**config.mk**
```make
export PLATFORM = sky130hd
export DESIGN_NAME = k_overlap_interval_admission_top
export DESIGN_NICKNAME = d
export VERILOG_FILES = /design/src/hw/rtl/kovl_pkg.sv /design/src/hw/rtl/kovl_rank.sv /design/src/hw/rtl/k_overlap_interval_admission_top.sv
export SDC_FILE = /design/constraint.sdc
export NUM_CORES = 2
export LEC_CHECK = 0
export CAP_MARGIN = 40
export CORE_ASPECT_RATIO = 0.5
export CORE_MARGIN = 1
export CORE_UTILIZATION = 66
export CTS_CLUSTER_SIZE = 25
export DETAILED_ROUTE_END_ITERATION = 6
export DONT_BUFFER_PORTS = 1
export GPL_TIMING_DRIVEN = 1
export PLACE_DENSITY = 0.9
export SYNTH_ARGS = -nofsm -noshare
export SYNTH_HDL_FRONTEND = slang
export SYNTH_SLANG_ARGS = --single-unit
export TNS_END_PERCENT = 5
```
**constraint.sdc**
```tcl
create_clock -name clk -period 22.9 [get_ports clk]
set_input_delay 1.145 -clock clk [delete_from_list [all_inputs] [get_ports clk]]
set_output_delay 1.145 -clock clk [all_outputs]
set_load 0.02 [all_outputs]
```
**src/hw/rtl/kovl_pkg.sv**
```systemverilog
// kovl_pkg: shared constants, error codes and the ranking compare for the
// k-overlap interval admission block. No dependencies.
package kovl_pkg;

	// fixed port widths
	localparam int COORD_W = 32;
	localparam int ID_W    = 20;
	localparam int LIMIT_W = 5;
	localparam int ERR_W   = 2;

	// defaults for the top level parameters
	localparam int DEF_MAX_LIMIT  = 16;
	localparam int DEF_COORD_BITS = 32;
	localparam int DEF_TAG_BITS   = 20;

	// width used when comparing live count with the limit (holds 64)
	localparam int CMP_W = 8;

	localparam logic [ERR_W-1:0] ERR_NONE  = 2'd0;
	localparam logic [ERR_W-1:0] ERR_RANGE = 2'd1;
	localparam logic [ERR_W-1:0] ERR_ORDER = 2'd2;

	localparam logic [ID_W-1:0] DROP_CNT_MAX = '1;

	// larger end wins, equal ends go to the larger tag
	function automatic logic outranks(input logic [63:0] e1, input logic [63:0] t1,
			input logic [63:0] e2, input logic [63:0] t2);
		return (e1 > e2) || ((e1 == e2) && (t1 > t2));
	endfunction

endpackage

```
**src/hw/rtl/kovl_rank.sv**
```systemverilog
// kovl_rank: expiry of active entries against a new start, and a compare tree
// that finds the top-ranked survivor, the first free slot and the live count.
// Depends on kovl_pkg.
module kovl_rank import kovl_pkg::*; #(
	parameter int MAX_LIMIT  = DEF_MAX_LIMIT,
	parameter int COORD_BITS = DEF_COORD_BITS,
	parameter int TAG_BITS   = DEF_TAG_BITS,
	localparam int IDX_W = (MAX_LIMIT > 1) ? $clog2(MAX_LIMIT) : 1,
	localparam int CNT_W = $clog2(MAX_LIMIT + 1)
) (
	input  logic [COORD_BITS-1:0] start,
	input  logic [MAX_LIMIT-1:0]  vld,
	input  logic [COORD_BITS-1:0] ends [MAX_LIMIT],
	input  logic [TAG_BITS-1:0]   tags [MAX_LIMIT],
	output logic [MAX_LIMIT-1:0]  surv,
	output logic                  best_has,
	output logic [IDX_W-1:0]      best_idx,
	output logic [COORD_BITS-1:0] best_end,
	output logic [TAG_BITS-1:0]   best_tag,
	output logic                  free_has,
	output logic [IDX_W-1:0]      free_idx,
	output logic [CNT_W-1:0]      live_cnt
);

	localparam int LVL = $clog2(MAX_LIMIT);
	localparam int P   = 1 << LVL;
	localparam int N   = 2 * P - 1;

	logic                  nb_has [N];
	logic [IDX_W-1:0]      nb_idx [N];
	logic [COORD_BITS-1:0] nb_end [N];
	logic [TAG_BITS-1:0]   nb_tag [N];
	logic                  nf_has [N];
	logic [IDX_W-1:0]      nf_idx [N];
	logic [CNT_W-1:0]      n_cnt  [N];

	genvar gi;
	generate
		for (gi = 0; gi < P; gi++) begin : g_leaf
			if (gi < MAX_LIMIT) begin : g_real
				// an entry survives unless its end lies below the new start
				assign surv[gi]             = vld[gi] && !(ends[gi] < start);
				assign nb_has[P - 1 + gi]   = surv[gi];
				assign nb_idx[P - 1 + gi]   = IDX_W'(gi);
				assign nb_end[P - 1 + gi]   = ends[gi];
				assign nb_tag[P - 1 + gi]   = tags[gi];
				assign nf_has[P - 1 + gi]   = !surv[gi];
				assign nf_idx[P - 1 + gi]   = IDX_W'(gi);
				assign n_cnt[P - 1 + gi]    = CNT_W'(surv[gi]);
			end else begin : g_pad
				assign nb_has[P - 1 + gi]   = 1'b0;
				assign nb_idx[P - 1 + gi]   = '0;
				assign nb_end[P - 1 + gi]   = '0;
				assign nb_tag[P - 1 + gi]   = '0;
				assign nf_has[P - 1 + gi]   = 1'b0;
				assign nf_idx[P - 1 + gi]   = '0;
				assign n_cnt[P - 1 + gi]    = '0;
			end
		end

		for (gi = 0; gi < P - 1; gi++) begin : g_node
			logic take_r;
			// right side replaces left when left is empty or right strictly outranks it
			assign take_r = nb_has[2*gi+2] && (!nb_has[2*gi+1] ||
				outranks(64'(nb_end[2*gi+2]), 64'(nb_tag[2*gi+2]),
					64'(nb_end[2*gi+1]), 64'(nb_tag[2*gi+1])));
			assign nb_has[gi] = nb_has[2*gi+1] || nb_has[2*gi+2];
			assign nb_idx[gi] = take_r ? nb_idx[2*gi+2] : nb_idx[2*gi+1];
			assign nb_end[gi] = take_r ? nb_end[2*gi+2] : nb_end[2*gi+1];
			assign nb_tag[gi] = take_r ? nb_tag[2*gi+2] : nb_tag[2*gi+1];
			assign nf_has[gi] = nf_has[2*gi+1] || nf_has[2*gi+2];
			assign nf_idx[gi] = nf_has[2*gi+1] ? nf_idx[2*gi+1] : nf_idx[2*gi+2];
			assign n_cnt[gi]  = n_cnt[2*gi+1] + n_cnt[2*gi+2];
		end
	endgenerate

	assign best_has = nb_has[0];
	assign best_idx = nb_idx[0];
	assign best_end = nb_end[0];
	assign best_tag = nb_tag[0];
	assign free_has = nf_has[0];
	assign free_idx = nf_idx[0];
	assign live_cnt = n_cnt[0];

endmodule

```
**src/hw/rtl/k_overlap_interval_admission_top.sv**
```systemverilog
// k_overlap_interval_admission_top: greedy k-overlap interval admission,
// one result word per input word. Depends on kovl_pkg and kovl_rank.

// Intervals arrive sorted by start; each accepted word gives exactly one result word, via the
// input and result registers; a new word is taken every cycle while out_stall is low. The
// input register feeds one pass of expiry compares and a compare tree over the MAX_LIMIT
// active slots; the slot table, previous start and drop count update at the same edge that
// loads the result register, so the next word already sees them. The limit register
// (overlap_limit, reset 1, 0 acts as 1, values above MAX_LIMIT act as MAX_LIMIT) is written
// through the cfg channel, always ready, and must only change while the block is idle.
// stream_restart clears the active set, drop count and order check before its word is used.
module k_overlap_interval_admission_top import kovl_pkg::*; #(
	parameter int MAX_LIMIT  = DEF_MAX_LIMIT,
	parameter int COORD_BITS = DEF_COORD_BITS,
	parameter int TAG_BITS   = DEF_TAG_BITS
) (
	input  logic               clk,
	input  logic               arst_n,
	// configuration
	input  logic               cfg_valid,
	output logic               cfg_ready,
	input  logic [LIMIT_W-1:0] overlap_limit,
	// input words
	input  logic               in_valid,
	output logic               in_stall,
	input  logic [COORD_W-1:0] seg_start,
	input  logic [COORD_W-1:0] seg_end,
	input  logic [ID_W-1:0]    seg_id,
	input  logic               stream_restart,
	// result words
	output logic               out_valid,
	input  logic               out_stall,
	output logic               drop_valid,
	output logic [ID_W-1:0]    dropped_id,
	output logic [ID_W-1:0]    drop_total,
	output logic [ERR_W-1:0]   input_error
);

	localparam int IDX_W = (MAX_LIMIT > 1) ? $clog2(MAX_LIMIT) : 1;
	localparam int CNT_W = $clog2(MAX_LIMIT + 1);

	// input register
	logic                  valid_s1;
	logic [COORD_BITS-1:0] start_s1;
	logic [COORD_BITS-1:0] end_s1;
	logic [TAG_BITS-1:0]   tag_s1;
	logic                  restart_s1;

	// block state
	logic [COORD_BITS-1:0] act_end_q [MAX_LIMIT];
	logic [TAG_BITS-1:0]   act_tag_q [MAX_LIMIT];
	logic [MAX_LIMIT-1:0]  act_vld_q;
	logic [COORD_BITS-1:0] prev_start_q;
	logic [ID_W-1:0]       drop_cnt_q;
	logic [LIMIT_W-1:0]    lim_q;

	// result register
	logic                  out_valid_q;
	logic                  drop_valid_q;
	logic [ID_W-1:0]       dropped_id_q;
	logic [ID_W-1:0]       drop_total_q;
	logic [ERR_W-1:0]      input_error_q;

	logic                  load_s1;
	logic                  adv;
	logic [63:0]           start_x;
	logic [63:0]           end_x;
	logic [63:0]           id_x;
	logic [63:0]           drop_tag_x;

	logic [MAX_LIMIT-1:0]  vld_eff;
	logic [COORD_BITS-1:0] prev_eff;
	logic [ID_W-1:0]       cnt_eff;
	logic [ERR_W-1:0]      err;
	logic                  ok;

	logic [MAX_LIMIT-1:0]  surv;
	logic                  best_has;
	logic [IDX_W-1:0]      best_idx;
	logic [COORD_BITS-1:0] best_end;
	logic [TAG_BITS-1:0]   best_tag;
	logic                  free_has;
	logic [IDX_W-1:0]      free_idx;
	logic [CNT_W-1:0]      live_cnt;

	logic [CMP_W-1:0]      lim_eff;
	logic                  need_drop;
	logic                  new_wins;
	logic [TAG_BITS-1:0]   drop_tag;
	logic                  replace;
	logic                  insert;
	logic [ID_W-1:0]       cnt_next;
	logic [MAX_LIMIT-1:0]  vld_next;

	assign cfg_ready = 1'b1;

	assign adv      = valid_s1 && (!out_valid_q || !out_stall);
	assign in_stall = valid_s1 && !adv;
	assign load_s1  = in_valid && !in_stall;

	assign start_x = 64'(seg_start);
	assign end_x   = 64'(seg_end);
	assign id_x    = 64'(seg_id);

	always_ff @(posedge clk or negedge arst_n) begin
		if (!arst_n) begin
			valid_s1 <= 1'b0;
		end else if (load_s1) begin
			valid_s1 <= 1'b1;
		end else if (adv) begin
			valid_s1 <= 1'b0;
		end
	end

	always_ff @(posedge clk) begin
		if (load_s1) begin
			start_s1   <= start_x[COORD_BITS-1:0];
			end_s1     <= end_x[COORD_BITS-1:0];
			tag_s1     <= id_x[TAG_BITS-1:0];
			restart_s1 <= stream_restart;
		end
	end

	// restart acts on the state before the word is handled
	assign vld_eff  = restart_s1 ? '0 : act_vld_q;
	assign prev_eff = restart_s1 ? '0 : prev_start_q;
	assign cnt_eff  = restart_s1 ? '0 : drop_cnt_q;

	always_comb begin
		if (start_s1 > end_s1) begin
			err = ERR_RANGE;
		end else if (start_s1 < prev_eff) begin
			err = ERR_ORDER;
		end else begin
			err = ERR_NONE;
		end
	end
	assign ok = (err == ERR_NONE);

	kovl_rank #(
		.MAX_LIMIT  (MAX_LIMIT),
		.COORD_BITS (COORD_BITS),
		.TAG_BITS   (TAG_BITS)
	) u_rank (
		.start    (start_s1),
		.vld      (vld_eff),
		.ends     (act_end_q),
		.tags     (act_tag_q),
		.surv     (surv),
		.best_has (best_has),
		.best_idx (best_idx),
		.best_end (best_end),
		.best_tag (best_tag),
		.free_has (free_has),
		.free_idx (free_idx),
		.live_cnt (live_cnt)
	);

	always_comb begin
		if (lim_q == '0) begin
			lim_eff = CMP_W'(1);
		end else if (CMP_W'(lim_q) > CMP_W'(MAX_LIMIT)) begin
			lim_eff = CMP_W'(MAX_LIMIT);
		end else begin
			lim_eff = CMP_W'(lim_q);
		end
	end

	// count + 1 > limit, with the new interval counted in
	assign need_drop = ok && best_has && (CMP_W'(live_cnt) >= lim_eff);
	assign new_wins  = outranks(64'(end_s1), 64'(tag_s1), 64'(best_end), 64'(best_tag));
	assign drop_tag  = new_wins ? tag_s1 : best_tag;
	assign drop_tag_x = 64'(drop_tag);
	assign replace   = need_drop && !new_wins;
	assign insert    = ok && !need_drop && free_has;
	assign cnt_next  = (need_drop && (cnt_eff != DROP_CNT_MAX)) ? cnt_eff + 1'b1 : cnt_eff;

	always_comb begin
		vld_next = ok ? surv : vld_eff;
		for (int i = 0; i < MAX_LIMIT; i++) begin
			if (insert && (free_idx == IDX_W'(i))) begin
				vld_next[i] = 1'b1;
			end
		end
	end

	always_ff @(posedge clk or negedge arst_n) begin
		if (!arst_n) begin
			act_vld_q    <= '0;
			prev_start_q <= '0;
			drop_cnt_q   <= '0;
		end else if (adv) begin
			act_vld_q  <= vld_next;
			drop_cnt_q <= cnt_next;
			if (ok) begin
				prev_start_q <= start_s1;
			end else begin
				prev_start_q <= prev_eff;
			end
		end
	end

	// slot payload, written where the new interval lands
	always_ff @(posedge clk) begin
		for (int i = 0; i < MAX_LIMIT; i++) begin
			if (adv && ((replace && (best_idx == IDX_W'(i))) ||
					(insert && (free_idx == IDX_W'(i))))) begin
				act_end_q[i] <= end_s1;
				act_tag_q[i] <= tag_s1;
			end
		end
	end

	always_ff @(posedge clk or negedge arst_n) begin
		if (!arst_n) begin
			lim_q <= LIMIT_W'(1);
		end else if (cfg_valid && cfg_ready) begin
			lim_q <= overlap_limit;
		end
	end

	always_ff @(posedge clk or negedge arst_n) begin
		if (!arst_n) begin
			out_valid_q <= 1'b0;
		end else if (adv) begin
			out_valid_q <= 1'b1;
		end else if (!out_stall) begin
			out_valid_q <= 1'b0;
		end
	end

	always_ff @(posedge clk) begin
		if (adv) begin
			drop_valid_q  <= need_drop;
			dropped_id_q  <= need_drop ? drop_tag_x[ID_W-1:0] : '0;
			drop_total_q  <= cnt_next;
			input_error_q <= err;
		end
	end

	assign out_valid   = out_valid_q;
	assign drop_valid  = drop_valid_q;
	assign dropped_id  = dropped_id_q;
	assign drop_total  = drop_total_q;
	assign input_error = input_error_q;

	// a rejected word never drops anything
	a_drop_needs_ok: assert property (@(posedge clk) disable iff (!arst_n)
		adv && (err != ERR_NONE) |=> !drop_valid_q)
		else $error("drop reported for a rejected word");

	// drop count restarts from at most one after a restart word
	a_restart_count: assert property (@(posedge clk) disable iff (!arst_n)
		adv && restart_s1 |=> drop_total_q <= ID_W'(1))
		else $error("drop count not cleared by restart");

	// without a restart the drop count never goes down
	a_count_monotonic: assert property (@(posedge clk) disable iff (!arst_n)
		adv && !restart_s1 |=> drop_cnt_q >= $past(drop_cnt_q))
		else $error("drop count decreased");

	// an insert always finds a free slot below the limit
	a_insert_has_room: assert property (@(posedge clk) disable iff (!arst_n)
		adv && ok && !need_drop |-> free_has)
		else $error("no free slot for an admitted interval");

endmodule
```
==> impl_metrics.prom <==
# TYPE chip_impl_metric gauge
chip_impl_metric{name="die-area",unit="mm^2"} 0.116
chip_impl_metric{name="power.density_cell_area",unit="mW/mm^2"} 54.8
chip_impl_metric{name="wire_length_of_the_first_global_routing_pass",unit="um"} 387000
chip_impl_metric{name="post_dp_cell_area",unit="mm^2"} 0.0793
chip_impl_metric{name="initial_standard_cell_utilization_of_the_core",unit=""} 0.670
chip_impl_info{name="cts_tree",value="built"} 1
chip_impl_metric{name="synthCells",unit=""} 6948
chip_impl_metric{name="design.core.area",unit="mm^2"} 0.113
chip_impl_metric{name="placed_cells",unit=""} 8508
chip_impl_metric{name="drive_above_1_share",unit=""} 0.0909
chip_impl_info{name="rsz0062_at_grt",value="false"} 1
chip_impl_metric{name="die_h",unit="um"} 242
chip_impl_metric{name="multiInputGateArea",unit="mm^2"} 0.0418
chip_impl_metric{name="yosys_warnings",unit=""} 0
chip_impl_metric{name="cts_num_sinks",unit=""} 1035
chip_impl_metric{name="global_route.overflow_total",unit=""} 0
chip_impl_metric{name="finalWeightedCongestion",unit=""} 1.09
chip_impl_metric{name="clock_latency",unit="ns"} 0.79
chip_impl_metric{name="synth_simple_gate_area_share",unit=""} 0.0913
chip_impl_metric{name="maxClockFrequency",unit="GHz"} 0.0492
chip_impl_metric{name="power",unit="mW"} 4.54
chip_impl_metric{name="cp_num_buf_inv",unit=""} 11
chip_impl_metric{name="arithmetic_cell_share_of_the_synthesized_area_counting_full_adders_half_adders_and_majority_gates",unit=""} 0.234
chip_impl_metric{name="finalWorstSetupSlack",unit="ns"} 2.57
chip_impl_metric{name="yosys-mux-area-fraction",unit=""} 0.0873
chip_impl_metric{name="syn_nets",unit=""} 8457
chip_impl_metric{name="async_flop_share",unit=""} 0.0725
chip_impl_metric{name="post_cts.repair.setup_buffers",unit=""} 0
chip_impl_metric{name="grt_max_degree",unit=""} 76
chip_impl_metric{name="ctsHoldBuffers",unit=""} 0
chip_impl_info{name="critical_path.slowest_cell",value="o2111ai_1"} 1
chip_impl_metric{name="worstPathRequired",unit="ns"} 23.31
chip_impl_metric{name="relSlewSlack",unit=""} 0.186
chip_impl_metric{name="io-pin-count",unit=""} 141
chip_impl_metric{name="final_area",unit="mm^2"} 0.0828
chip_impl_info{name="critPathKind",value="reg -> reg"} 1
chip_impl_metric{name="drt_wl_total",unit="um"} 267000
chip_impl_info{name="timing.critical_path.max_delay_family",value="compound AO/OA/AOI/OAI gates"} 1
chip_impl_metric{name="syn_to_final_growth",unit="%"} 9.13
chip_impl_metric{name="path_clk_slew",unit="ns"} 0.07
chip_impl_metric{name="num_vias",unit=""} 61600
chip_impl_info{name="hold_path_class",value="in -> async"} 1
chip_impl_metric{name="numnets_final",unit=""} 8610
chip_impl_info{name="outcome",value="finished, violations left"} 1
chip_impl_info{name="top_post_synthesis_cells_by_count",value="ha_1, edfxtp_1, inv_1, a21oi_1, mux2i_1"} 1
chip_impl_metric{name="die_w",unit="um"} 482
chip_impl_metric{name="max_cap_violations",unit=""} 0
chip_impl_metric{name="critPathMaxStageDelay",unit="ns"} 0.81
chip_impl_metric{name="synthesis.area",unit="mm^2"} 0.0759
chip_impl_metric{name="instances_no_fill",unit=""} 8704
chip_impl_metric{name="dp.final_hpwl",unit="um"} 200000
chip_impl_metric{name="numPortBuffers",unit=""} 0
chip_impl_info{name="synth_top_family_by_area",value="adder cells"} 1
chip_impl_metric{name="number_of_flops_mapped_to_enable_cells_by_yosys",unit=""} 960
chip_impl_metric{name="layout.core_utilization",unit=""} 0.731
chip_impl_metric{name="min_period_over_period",unit=""} 0.888
chip_impl_metric{name="max-vdd-ir-drop",unit="mV"} 0.0698
chip_impl_metric{name="dpl_worst_slack",unit="ns"} 4.09
chip_impl_metric{name="rows",unit=""} 87
chip_impl_metric{name="synth-compound-area-share",unit=""} 0.131
chip_impl_metric{name="tightestPinTransition",unit="ns"} 1.21
chip_impl_info{name="worst_setup_path_end_kind",value="register"} 1
chip_impl_metric{name="synth_cell_type_count",unit=""} 100
chip_impl_metric{name="number_of_global_route_vias_before_repair",unit=""} 59700
chip_impl_info{name="synth.most_common_cell",value="ha_1"} 1
chip_impl_metric{name="seq_area",unit="mm^2"} 0.0307
chip_impl_metric{name="dr.pass1.iters",unit=""} 7
chip_impl_metric{name="tmin_final",unit="ns"} 20.33
chip_impl_metric{name="n_fill_cell",unit=""} 7492
chip_impl_metric{name="residual_drc_count",unit=""} 6
chip_impl_metric{name="crit_arrival",unit="ns"} 20.75
chip_impl_metric{name="synth-seq-area-share",unit=""} 0.405
chip_impl_metric{name="routed_len_inst",unit="um"} 30.7
chip_impl_metric{name="setup_violations",unit=""} 0
chip_impl_metric{name="yosys.area.top_type_share",unit=""} 0.380
chip_impl_info{name="synth_area_leader_cell",value="edfxtp_1"} 1
chip_impl_metric{name="ctsLongestPathBuffers",unit=""} 3
chip_impl_info{name="yosys_most_used_dff",value="edfxtp_1"} 1
chip_impl_metric{name="synthesis_stage_register_bit_count",unit=""} 1035
chip_impl_metric{name="critical_path_peak_fanout",unit=""} 36
chip_impl_metric{name="finalClockSkew",unit="ns"} 0.0622
chip_impl_metric{name="postRouteAntennaNets",unit=""} 0
chip_impl_metric{name="setup-tns-final",unit="ns"} 0
chip_impl_metric{name="timing_max_transition_violations_final",unit=""} 0
chip_impl_info{name="violations",value="design-rule violations"} 1
chip_impl_metric{name="post_cts.resized_instances",unit=""} 0
chip_impl_metric{name="hold_violations",unit=""} 0
chip_impl_metric{name="routed_via_density",unit=""} 7.08
chip_impl_metric{name="grt_antenna_before_repair",unit=""} 27
chip_impl_metric{name="initialDrtViolationCount",unit=""} 9660
chip_impl_metric{name="timing.hold.ws",unit="ns"} 0.0618
chip_impl_metric{name="tritoncts.num_buffers",unit=""} 95
chip_impl_metric{name="syn-mean-instance-area",unit="um^2"} 10.9
chip_impl_info{name="post_synth_main_area_contributors",value="edfxtp_1, ha_1, mux2i_1"} 1
chip_impl_metric{name="power_leakage",unit="nW"} 39.6
chip_impl_metric{name="synthXorXnorAreaFrac",unit=""} 0.00162
chip_impl_info{name="cp-start-kind",value="register"} 1
chip_impl_info{name="clock-root-buffer",value="clkbuf_16"} 1
chip_impl_metric{name="cts_htree_levels",unit=""} 3
chip_impl_metric{name="grtUsageTotal",unit=""} 0.454
## cell usage in the layout (no fill, tap or decap), types with 96 or more instances in the layout
cell type,Yosys,final
ha_1,1404,1404
inv_1,806,805
nor2_1,202,202
a21oi_1,528,528
nand2_1,403,402
edfxtp_1,960,960
clkbuf_16,0,96
a21o_1,225,223
mux2i_1,457,457
o21ai_0,221,209
nand4_1,231,231
nand3_1,144,144
mux2_2,181,181
buf_4,9,162
## worst paths after layout
| path | startpoint | end | slack, ns | cells past startpoint |
|---|---|---|---|---|
| max | start_s1[1] | act_tag_q[180] | 2.57 | 59 |
| min | arst_n | prev_start_q[3] | 0.06 | 0 |
| max reg2reg | start_s1[1] | act_tag_q[180] | 2.57 | 59 |
| min reg2reg | prev_start_q[4] | prev_start_q[4] | 0.50 | 1 |
| max in group asynchronous | arst_n | lim_q[0] | 22.51 | 0 |
| min in group clk | seg_end[6] | end_s1[6] | 0.45 | 0 |
## registers in the layout (all words and copies together) (netlist names)
register and flops:
lim_q 5, drop_valid 1, start_s1 32, dropped_id 20, drop_cnt_q 20, drop_total 20
out_valid 1, input_error 2, act_vld_q 16, act_tag_q 320, tag_s1 20, restart_s1 1
prev_start_q 32, valid_s1 1, end_s1 32, act_end_q 512
## kinds of logic after synthesis
| family | count (synthesis) |
|---|---|
| other | 1 |
| XOR/XNOR | 14 |
| multiplexers | 639 |
| AO/OA/AOI/OAI | 1528 |
| flip-flops | 1035 |
| adder cells (fa/ha/maj) | 1414 |
| buffers and inverters | 965 |
| AND/OR/NAND/NOR | 1352 |
## area by class of cell
class                      instances  share of cell area
sequential                      1035               0.371
inverter                         809              0.0367
antenna                           10            0.000302
clock buffer                     119              0.0314
clock inverter                    58              0.0101
timing repair buffer             212              0.0229
multi-input combinational       4948               0.505
tap                             1513              0.0229
## metal layers
metal / part of all wire / wire, um / global-route usage / vias to the layer above
met2: 0.40 / 106000 / 0.632 / 4770
met3: 0.18 / 47100 / 0.190 / 1071
li1: - / - / - / 26700
met5: 0.00034 / 92 / 0 / -
met1: 0.37 / 98600 / 0.606 / 29100
met4: 0.059 / 15800 / 0.222 / 16
## worst register-to-register path, delay by kind of cell, from the launching register on
kind	cells	cell delay, ns
adder cells (fa/ha/maj)	5	1.42
flip-flops	1	0.45
AO/OA/AOI/OAI	26	9.00
AND/OR/NAND/NOR	13	3.73
buffers and inverters	11	3.95
multiplexers	4	1.40
## where the power goes
| group | internal (mW) | leakage [nW] | total, mW | switching, mW |
|---|---|---|---|---|
| clock network | 1.00 | 1.67 | 1.82 | 0.816 |
| registers | 2.12 | 9.71 | 2.17 | 0.0429 |
| logic | 0.186 | 28.2 | 0.554 | 0.367 |
Note: power is estimated with default switching activity, not from simulation.
